<file path="config.mk">
export PLATFORM = sky130hd
export DESIGN_NAME = strided_tensor_address_walker_core_flat
export DESIGN_NICKNAME = d
export VERILOG_FILES = /design/src/rtl/stw_pkg.sv /design/src/rtl/stw_in_if.sv /design/src/rtl/stw_out_if.sv /design/src/rtl/strided_tensor_address_walker_core.sv /design/src/flat_wrapper.sv
export SDC_FILE = /design/constraint.sdc
export NUM_CORES = 2
export LEC_CHECK = 0
export ABC_AREA = 1
export BUFFER_PORTS_ARGS = -buffer_cell sky130_fd_sc_hd__buf_2
export CAP_MARGIN = 20
export CELL_PAD_IN_SITES_DETAIL_PLACEMENT = 1
export CELL_PAD_IN_SITES_GLOBAL_PLACEMENT = 1
export CORE_AREA = 2 2 362 364
export DETAILED_ROUTE_END_ITERATION = 10
export DIE_AREA = 0 0 364 366
export PLACE_DENSITY = 0.93
export SETUP_SLACK_MARGIN = 0.05
export SYNTH_ARGS = -nofsm -noshare
export SYNTH_HDL_FRONTEND = slang
export SYNTH_SLANG_ARGS = --single-unit
</file>
<file path="constraint.sdc">
create_clock -name clk_i -period 18.25 [get_ports clk_i]
set_clock_uncertainty 0.15 [all_clocks]
set_input_delay 4.5625 -clock clk_i [delete_from_list [all_inputs] [get_ports clk_i]]
set_output_delay 4.5625 -clock clk_i [all_outputs]
set_load 0.1 [all_outputs]
</file>
<file path="src/rtl/stw_pkg.sv">
// ----------------------------------------------------------------------------
// stw_pkg: shared constants and types for the strided tensor address walker
// Widths of the walk state, the configuration registers and their indexes.
// ----------------------------------------------------------------------------
package stw_pkg;

  // Walk geometry
  localparam int MAX_RANK  = 4;
  localparam int DIM_BITS  = 16;
  localparam int ADDR_BITS = 48;

  // Product of one index and one stride, kept no wider than an address
  localparam int PROD_W = (2 * DIM_BITS < ADDR_BITS) ? 2 * DIM_BITS : ADDR_BITS;

  // Configuration port
  localparam int CFG_IDX_W  = 3;
  localparam int CFG_DATA_W = 64;
  localparam int RANK_W     = 3;
  localparam int BASE_W     = 32;
  localparam int ESL_W      = 2;

  typedef enum logic [CFG_IDX_W-1:0] {
    CFG_RANK           = 3'd0,
    CFG_DIM_SIZES      = 3'd1,
    CFG_DIM_STRIDES    = 3'd2,
    CFG_BASE_OFFSET    = 3'd3,
    CFG_ELEM_SIZE_LOG2 = 3'd4
  } cfg_reg_e;

  // Register reset values
  localparam logic [RANK_W-1:0]     RANK_RST    = 3'd4;
  localparam logic [CFG_DATA_W-1:0] SIZES_RST   = 64'h0001_0001_0001_0001;
  localparam logic [CFG_DATA_W-1:0] STRIDES_RST = 64'h0;
  localparam logic [BASE_W-1:0]     BASE_RST    = 32'h0;
  localparam logic [ESL_W-1:0]      ESL_RST     = 2'd2;

endpackage

</file>
<file path="src/rtl/stw_in_if.sv">
// ----------------------------------------------------------------------------
// stw_in_if: request channel of the address walker
// One beat asks for the addresses of the next element when advance is set.
// ----------------------------------------------------------------------------
interface stw_in_if;
  logic valid;
  logic ready;
  logic advance;

  modport source (output valid, output advance, input ready);
  modport sink   (input valid, input advance, output ready);
endinterface

</file>
<file path="src/rtl/stw_out_if.sv">
// ----------------------------------------------------------------------------
// stw_out_if: address channel of the address walker
// One beat carries the source and destination byte addresses of one element.
// ----------------------------------------------------------------------------
interface stw_out_if;
  logic                          valid;
  logic                          ready;
  logic [stw_pkg::ADDR_BITS-1:0] source_addr;
  logic [stw_pkg::ADDR_BITS-1:0] dest_addr;
  logic                          last;

  modport source (output valid, output source_addr, output dest_addr, output last,
                  input ready);
  modport sink   (input valid, input source_addr, input dest_addr, input last,
                  output ready);
endinterface

</file>
<file path="src/rtl/strided_tensor_address_walker_core.sv">
// ----------------------------------------------------------------------------
// strided_tensor_address_walker_core: strided N-D address generator
// Walks a strided tensor view in row-major order and emits per element the
// source byte address and the contiguous destination byte address.
// ----------------------------------------------------------------------------
// Usage:
//   in_i   : request beats. A beat with advance set steps the walk and yields
//            one address beat; a beat with advance clear is taken and dropped.
//   out_o  : address beats (source_addr, dest_addr, last). last marks the
//            final element; the index counters then wrap to zero.
//   cfg_*  : register writes, one per cycle with cfg_we_i, only while idle.
// Path    : a request beat passes the counter/multiply stage, then the
//           sum/output register, before its address beat is valid.
// Rate    : one element per cycle while out_o accepts beats; the index
//           counters step through a combinational carry chain, the
//           index-times-stride products are registered before the final sum.
// Stall   : with out_o stalled, one more request is held in the product
//           stage; in_i.ready then drops until the output register frees.
// Reset   : registers return to their default view (rank 4, all sizes 1,
//           strides 0, base 0, four-byte elements), counters clear, both
//           stages empty. No clearing pass is needed.
// ----------------------------------------------------------------------------
module strided_tensor_address_walker_core (
  input  logic                             clk_i,
  input  logic                             rst_ni,
  stw_in_if.sink                           in_i,
  stw_out_if.source                        out_o,
  input  logic                             cfg_we_i,
  input  logic [stw_pkg::CFG_IDX_W-1:0]    cfg_idx_i,
  input  logic [stw_pkg::CFG_DATA_W-1:0]   cfg_data_i
);

  typedef logic [stw_pkg::DIM_BITS-1:0]  dim_t;
  typedef logic [stw_pkg::ADDR_BITS-1:0] addr_t;
  typedef logic [stw_pkg::PROD_W-1:0]    prod_t;

  // Configuration registers
  logic [stw_pkg::RANK_W-1:0]     rank_q;
  logic [stw_pkg::CFG_DATA_W-1:0] sizes_q;
  logic [stw_pkg::CFG_DATA_W-1:0] strides_q;
  logic [stw_pkg::BASE_W-1:0]     base_q;
  logic [stw_pkg::ESL_W-1:0]      esl_q;

  // Walk state
  dim_t  idx_q [stw_pkg::MAX_RANK];
  dim_t  idx_d [stw_pkg::MAX_RANK];
  addr_t cnt_q, cnt_d;

  // Product stage
  logic  s1_v_q;
  prod_t s1_prod_q [stw_pkg::MAX_RANK];
  addr_t s1_dest_q;
  logic  s1_last_q;

  // Output register
  logic  out_v_q;
  addr_t out_src_q, out_dst_q;
  logic  out_last_q;

  // Per-slot decode
  logic  act    [stw_pkg::MAX_RANK];
  dim_t  size_r [stw_pkg::MAX_RANK];
  dim_t  stride [stw_pkg::MAX_RANK];
  logic  wrap   [stw_pkg::MAX_RANK];
  dim_t  nxt    [stw_pkg::MAX_RANK];
  prod_t prod   [stw_pkg::MAX_RANK];
  logic  at_end;
  addr_t dest_val;
  addr_t src_val;

  // Handshake
  logic s2_en;
  logic push;

  assign s2_en      = !out_v_q || out_o.ready;
  assign in_i.ready = !s1_v_q || s2_en;
  assign push       = in_i.valid && in_i.ready && in_i.advance;

  // Configuration writes
  always_ff @(posedge clk_i or negedge rst_ni) begin
    if (!rst_ni) begin
      rank_q    <= stw_pkg::RANK_RST;
      sizes_q   <= stw_pkg::SIZES_RST;
      strides_q <= stw_pkg::STRIDES_RST;
      base_q    <= stw_pkg::BASE_RST;
      esl_q     <= stw_pkg::ESL_RST;
    end else if (cfg_we_i) begin
      unique case (stw_pkg::cfg_reg_e'(cfg_idx_i))
        stw_pkg::CFG_RANK:           rank_q    <= cfg_data_i[stw_pkg::RANK_W-1:0];
        stw_pkg::CFG_DIM_SIZES:      sizes_q   <= cfg_data_i;
        stw_pkg::CFG_DIM_STRIDES:    strides_q <= cfg_data_i;
        stw_pkg::CFG_BASE_OFFSET:    base_q    <= cfg_data_i[stw_pkg::BASE_W-1:0];
        stw_pkg::CFG_ELEM_SIZE_LOG2: esl_q     <= cfg_data_i[stw_pkg::ESL_W-1:0];
        default: ;
      endcase
    end
  end

  // Slot decode, end detect, carry chain and products
  always_comb begin
    logic                          carry;
    logic [2*stw_pkg::DIM_BITS-1:0] full;
    dim_t                          size_e;
    dim_t                          last_i;
    at_end = 1'b1;
    carry  = 1'b1;
    for (int k = 0; k < stw_pkg::MAX_RANK; k++) begin
      // rank 0 still walks the innermost slot; slots past rank are idle
      act[k]    = (k == 0) || (int'(rank_q) > k);
      size_r[k] = dim_t'(sizes_q >> (k * stw_pkg::DIM_BITS));
      stride[k] = dim_t'(strides_q >> (k * stw_pkg::DIM_BITS));
      size_e    = (size_r[k] == '0) ? dim_t'(1) : size_r[k];
      last_i    = size_e - dim_t'(1);
      if (act[k] && (idx_q[k] != last_i)) begin
        at_end = 1'b0;
      end
      nxt[k]  = idx_q[k] + dim_t'(1);
      wrap[k] = (nxt[k] == '0) || (nxt[k] >= size_e);
      full    = (2*stw_pkg::DIM_BITS)'(idx_q[k]) * (2*stw_pkg::DIM_BITS)'(stride[k]);
      prod[k] = act[k] ? prod_t'(full) : '0;
    end

    // next counters: clear on wrap of the whole view, else ripple carry
    for (int k = 0; k < stw_pkg::MAX_RANK; k++) begin
      idx_d[k] = idx_q[k];
      if (at_end) begin
        idx_d[k] = '0;
      end else if (act[k] && carry) begin
        idx_d[k] = wrap[k] ? '0 : nxt[k];
        carry    = wrap[k];
      end
    end
    cnt_d    = at_end ? '0 : cnt_q + addr_t'(1);
    dest_val = cnt_q << esl_q;
  end

  // Walk state
  always_ff @(posedge clk_i or negedge rst_ni) begin
    if (!rst_ni) begin
      for (int k = 0; k < stw_pkg::MAX_RANK; k++) begin
        idx_q[k] <= '0;
      end
      cnt_q <= '0;
    end else if (push) begin
      idx_q <= idx_d;
      cnt_q <= cnt_d;
    end
  end

  // Stage valids
  always_ff @(posedge clk_i or negedge rst_ni) begin
    if (!rst_ni) begin
      s1_v_q  <= 1'b0;
      out_v_q <= 1'b0;
    end else begin
      if (push) begin
        s1_v_q <= 1'b1;
      end else if (s2_en) begin
        s1_v_q <= 1'b0;
      end
      if (s1_v_q && s2_en) begin
        out_v_q <= 1'b1;
      end else if (out_o.ready) begin
        out_v_q <= 1'b0;
      end
    end
  end

  // Source address sum
  always_comb begin
    addr_t sum;
    sum = '0;
    for (int k = 0; k < stw_pkg::MAX_RANK; k++) begin
      sum = sum + addr_t'(s1_prod_q[k]);
    end
    src_val = addr_t'(base_q) + (sum << esl_q);
  end

  // Payload registers
  always_ff @(posedge clk_i) begin
    if (push) begin
      s1_prod_q <= prod;
      s1_dest_q <= dest_val;
      s1_last_q <= at_end;
    end
    if (s1_v_q && s2_en) begin
      out_src_q  <= src_val;
      out_dst_q  <= s1_dest_q;
      out_last_q <= s1_last_q;
    end
  end

  assign out_o.valid       = out_v_q;
  assign out_o.source_addr = out_src_q;
  assign out_o.dest_addr   = out_dst_q;
  assign out_o.last        = out_last_q;

  // Checks
  a_wrap_clears: assert property (@(posedge clk_i) disable iff (!rst_ni)
    push && at_end |=> cnt_q == '0)
    else $error("element count not cleared after last element");

  a_count_steps: assert property (@(posedge clk_i) disable iff (!rst_ni)
    push && !at_end |=> cnt_q == $past(cnt_q) + addr_t'(1))
    else $error("element count did not step by one");

  a_push_fills: assert property (@(posedge clk_i) disable iff (!rst_ni)
    push |=> s1_v_q)
    else $error("accepted beat lost before product stage");

  a_no_overrun: assert property (@(posedge clk_i) disable iff (!rst_ni)
    s1_v_q && out_v_q && !out_o.ready |-> !in_i.ready)
    else $error("request taken while both stages are full and stalled");

endmodule
</file>
<file path="src/flat_wrapper.sv">
// flat-port wrapper written by rule: the top's interface ports become plain ports
module strided_tensor_address_walker_core_flat 
  (clk_i, rst_ni, cfg_we_i, cfg_idx_i, cfg_data_i, in_i_valid, in_i_advance, in_i_ready, out_o_valid, out_o_source_addr, out_o_dest_addr, out_o_last, out_o_ready);
  stw_in_if in_i_i ();
  stw_out_if out_o_i ();
  input  logic clk_i;
  input  logic rst_ni;
  input  logic cfg_we_i;
  input  logic [stw_pkg::CFG_IDX_W-1:0] cfg_idx_i;
  input  logic [stw_pkg::CFG_DATA_W-1:0] cfg_data_i;
  input wire logic [$bits(in_i_i.valid)-1:0] in_i_valid;
  input wire logic [$bits(in_i_i.advance)-1:0] in_i_advance;
  output wire logic [$bits(in_i_i.ready)-1:0] in_i_ready;
  output wire logic [$bits(out_o_i.valid)-1:0] out_o_valid;
  output wire logic [$bits(out_o_i.source_addr)-1:0] out_o_source_addr;
  output wire logic [$bits(out_o_i.dest_addr)-1:0] out_o_dest_addr;
  output wire logic [$bits(out_o_i.last)-1:0] out_o_last;
  input wire logic [$bits(out_o_i.ready)-1:0] out_o_ready;
  assign in_i_i.valid = in_i_valid;
  assign in_i_i.advance = in_i_advance;
  assign in_i_ready = in_i_i.ready;
  assign out_o_valid = out_o_i.valid;
  assign out_o_source_addr = out_o_i.source_addr;
  assign out_o_dest_addr = out_o_i.dest_addr;
  assign out_o_last = out_o_i.last;
  assign out_o_i.ready = out_o_ready;
  strided_tensor_address_walker_core u_core (.clk_i(clk_i), .rst_ni(rst_ni), .in_i(in_i_i), .out_o(out_o_i), .cfg_we_i(cfg_we_i), .cfg_idx_i(cfg_idx_i), .cfg_data_i(cfg_data_i));
endmodule
</file>
==> impl_metrics.py <==
metrics = {
    "floorplan": {
        "core-area_um2": 129000,
        "die_h_um": 366,
        "dieWidth_um": 364,
        "start_util": 0.528,
        "rows": 132,
        "dieArea_um2": 133000,
        "io-pin-count": 172,
    },
    "timing": {
        "clock.fmax_ghz": 0.100,
        "rsz0062_at_grt": "no",
        "period_share": 0.546,
        "tns_ps": 0,
        "setup_viol": 0,
        "slew_headroom": 0.193,
        "worst_pin_slew_ps": 1210,
        "fin_crit_ps": 9970,
        "hold_violations": 0,
        "drv_slew": 0,
    },
    "synth": {
        "synth_flop_cell": "dfrtp_1",
        "synthCells": 8647,
        "avgSynthCellArea_um2": 7.87,
        "synth_top_area_frac": 0.239,
        "synth_common_cells": "nand2_1 (2118), inv_1 (1989), fa_1 (811), ha_1 (588), o21ai_0 (459)",
        "ys_async_sr_fraction": 0.514,
        "ys_seq_elements": 543,
        "synth_area_leader_cell": "fa_1",
        "synth-edff-count": 264,
        "yosysWarnings": 0,
        "synth.distinct_cells": 60,
        "ys_seq_area_frac": 0.219,
        "synthTopCellsByArea": "fa_1 (24%), nand2_1 (12%), edfxtp_1 (12%)",
        "syn_area_um2": 68100,
        "yosysMostFrequentCell": "nand2_1",
    },
    "pwr": {
        "switching_share": 0.582,
        "p_per_area_nw_per_um2": 204,
        "pwr-share-seq": 0.158,
        "p_leak_nw": 38.2,
        "p_int_mw": 6.17,
        "vdd_drop_max_mv": 0.234,
        "p_clk_frac": 0.095,
        "comb_power_share": 0.747,
        "power_switching_mw": 8.61,
    },
    "worst_setup_path": {
        "start_kind": "input port",
        "path_max_fanout": 3,
        "cp_data_arrival_time_ps": 5260,
        "crit_type": "in2out",
        "end_kind": "output pin",
        "cp_data_required_time_ps": 13540,
    },
    "clock_network": {
        "cts_buffers": 67,
        "cts-root-buf": "clkbuf_16",
        "clk_pin_slew_ps": 60,
        "insertion_delay_ps": 720,
        "post_cts.repair.setup_buffers": 0,
        "cts_sinks": 543,
        "cts_htree_levels": 3,
        "cts_tree": "built",
        "cts_max_path_buffers": 3,
        "ctsResizeCount": 0,
        "cts-hold-fix-buffers": 0,
    },
    "finish": {
        "final_core_util": 0.561,
        "register_area_um2": 14900,
        "drive_gt1_frac": 0.0475,
        "fill_cells": 15900,
        "area_growth_pct": 6.25,
        "fin_nets": 10000,
        "final_cells": 10400,
        "multi_input_area_um2": 44200,
        "n_antenna_cell": 0,
    },
    "placement": {
        "gp_congestion": 0.947,
        "dp_cells": 10200,
        "portBuffers": 161,
        "dp_hpwl_um": 190000,
    },
    "routing": {
        "route.vias.total": 61200,
        "drc_errors": 0,
        "drt-wirelength-per-cell_um": 23.9,
        "drtIter0Drc": 4893,
        "drt-met1-wl_um": 88400,
        "first_pass_iters": 6,
        "top_layer": "met5",
        "vias_per_cell": 5.90,
        "routed_wl_um": 247000,
        "wl_met3_um": 17400,
        "drtAntennaViolNets": 0,
        "route.met2.wl_um": 123000,
    },
    "global_route": {
        "grt_max_degree": 119,
        "grt.total_usage": 0.373,
        "grt_pass1_vias": 69400,
        "antenna_found_initial": 2,
        "grt_overflow": 0,
        "grt_pass1_wl_um": 385000,
    },
    "flow_run": {
        "maxCapViolations": 0,
    },
    "hold_path": {
        "worst_hold_path_type": "reg2reg",
    },
    "outcome": {
        "outcome": "completed",
    },
}
## routing by layer
metal / track usage / vias up
met3: 0.0609 / 1208
met5: 0 / -
met4: 0.250 / 4
met2: 0.646 / 3059
li1: - / 26100
met1: 0.421 / 30800
## metrics by stage
step           hold slack (ps)  setup slack (ps)  power, mW  area [µm²]
2_1_floorplan              250              6500       9.43       68100
3_3_place_gp               252              8260       12.1       70000
3_5_place_dp               256              8280       13.0       70000
4_1_cts                    250              8280       14.5       72200
5_1_grt                    263              8250       15.9       72300
6_report                   248              8280       14.8       72300
## worst max-delay path: stages
cell and delay (ps):
buf_2 80, inv_1 70, nand3_1 110, buf_2 440
## final cells by class
class                      count  share of cell area
multi-input combinational   5747               0.611
inverter                    1998               0.104
tap                         1742              0.0301
clock inverter                34             0.00619
sequential                   543               0.206
timing repair buffer         215              0.0175
clock buffer                  87              0.0249
## sequential cells by signal, summed over array words and instances, names as in the netlist, 2 cells and up
register and cells:
u_core.out_o.dest_addr 48, u_core.out_o.source_addr 38, u_core.base_q 32, u_core.sizes_q 64, u_core.cnt_q 48, u_core.strides_q 64
u_core.s1_prod_q 128, u_core.idx_q 64, u_core.s1_dest_q 48, u_core.esl_q 2, u_core.rank_q 3
## final timing paths
check | slack (ps) | cells past startpoint | start | to
setup / recovery | 8280 | 4 | out_o_ready | in_i_ready
hold / removal | 250 | 0 | u_core.s1_dest_q[0]$_SDFFCE_PP0P_ | u_core.out_o.dest_addr[0]$_DFFE_PP_
setup reg to reg | 9780 | 37 | u_core.s1_prod_q[98]$_DFFE_PP_ | u_core.out_o.source_addr[35]$_DFFE_PP_
hold reg to reg | 250 | 0 | u_core.s1_dest_q[0]$_SDFFCE_PP0P_ | u_core.out_o.dest_addr[0]$_DFFE_PP_
max in group asynchronous | 11880 | 3 | rst_ni | u_core.esl_q[0]$_DFFE_PN0P_
min in group asynchronous | 3710 | 1 | rst_ni | u_core.sizes_q[30]$_DFFE_PN0P_
## logic make-up after synthesis
| family | count (synthesis) | synth area share |
|---|---|---|
| buf+inv | 2366 | 0.133 |
| simple gates | 3077 | 0.186 |
| other cells | 1 | 0.0000551 |
| flops | 543 | 0.219 |
| fa+ha+maj | 1399 | 0.347 |
| compound gates | 965 | 0.0763 |
| mux | 53 | 0.00779 |
| xor+xnor | 243 | 0.0319 |
## power by group through the flow
stage	clock network, mW	registers [mW]	logic [mW]
floorplan	0	2.24	7.19
global placement	0	2.30	9.83
detailed placement	0	2.33	10.7
CTS	1.41	2.31	10.8
global route	1.46	2.34	12.1
finish	1.41	2.33	11.0
## cells in the final DEF, fill, tap and decap left out, types with 7 or more instances in the layout
cell / netlist / final
nand2_1: 2118 / 2117
inv_1: 1989 / 1989
fa_1: 811 / 811
ha_1: 588 / 588
o21ai_0: 459 / 459
nor2_1: 406 / 405
a21oi_1: 356 / 355
nand3_1: 283 / 281
dfrtp_1: 273 / 272
edfxtp_1: 264 / 264
buf_2: 35 / 160
xor2_1: 152 / 152
xnor2_1: 88 / 88
nor3_1: 85 / 85
clkbuf_16: 0 / 67
nand4_1: 62 / 62
mux2i_1: 53 / 53
buf_4: 22 / 50
nor4_1: 29 / 29
or2_2: 24 / 24
o21a_1: 20 / 20
o21bai_1: 19 / 19
a21o_1: 19 / 19
o21ai_1: 17 / 17
a31oi_1: 15 / 15
clkbuf_1: 252 / 15
a21boi_0: 14 / 14
nor2_2: 13 / 14
nand3b_1: 13 / 13
a211oi_1: 12 / 12
conb_1: 1 / 10
nor3_2: 9 / 9
clkinv_2: 0 / 9
nand2_2: 8 / 8
nor3b_1: 7 / 7
o211ai_1: 7 / 7
Power figures use the tool's default switching activity.
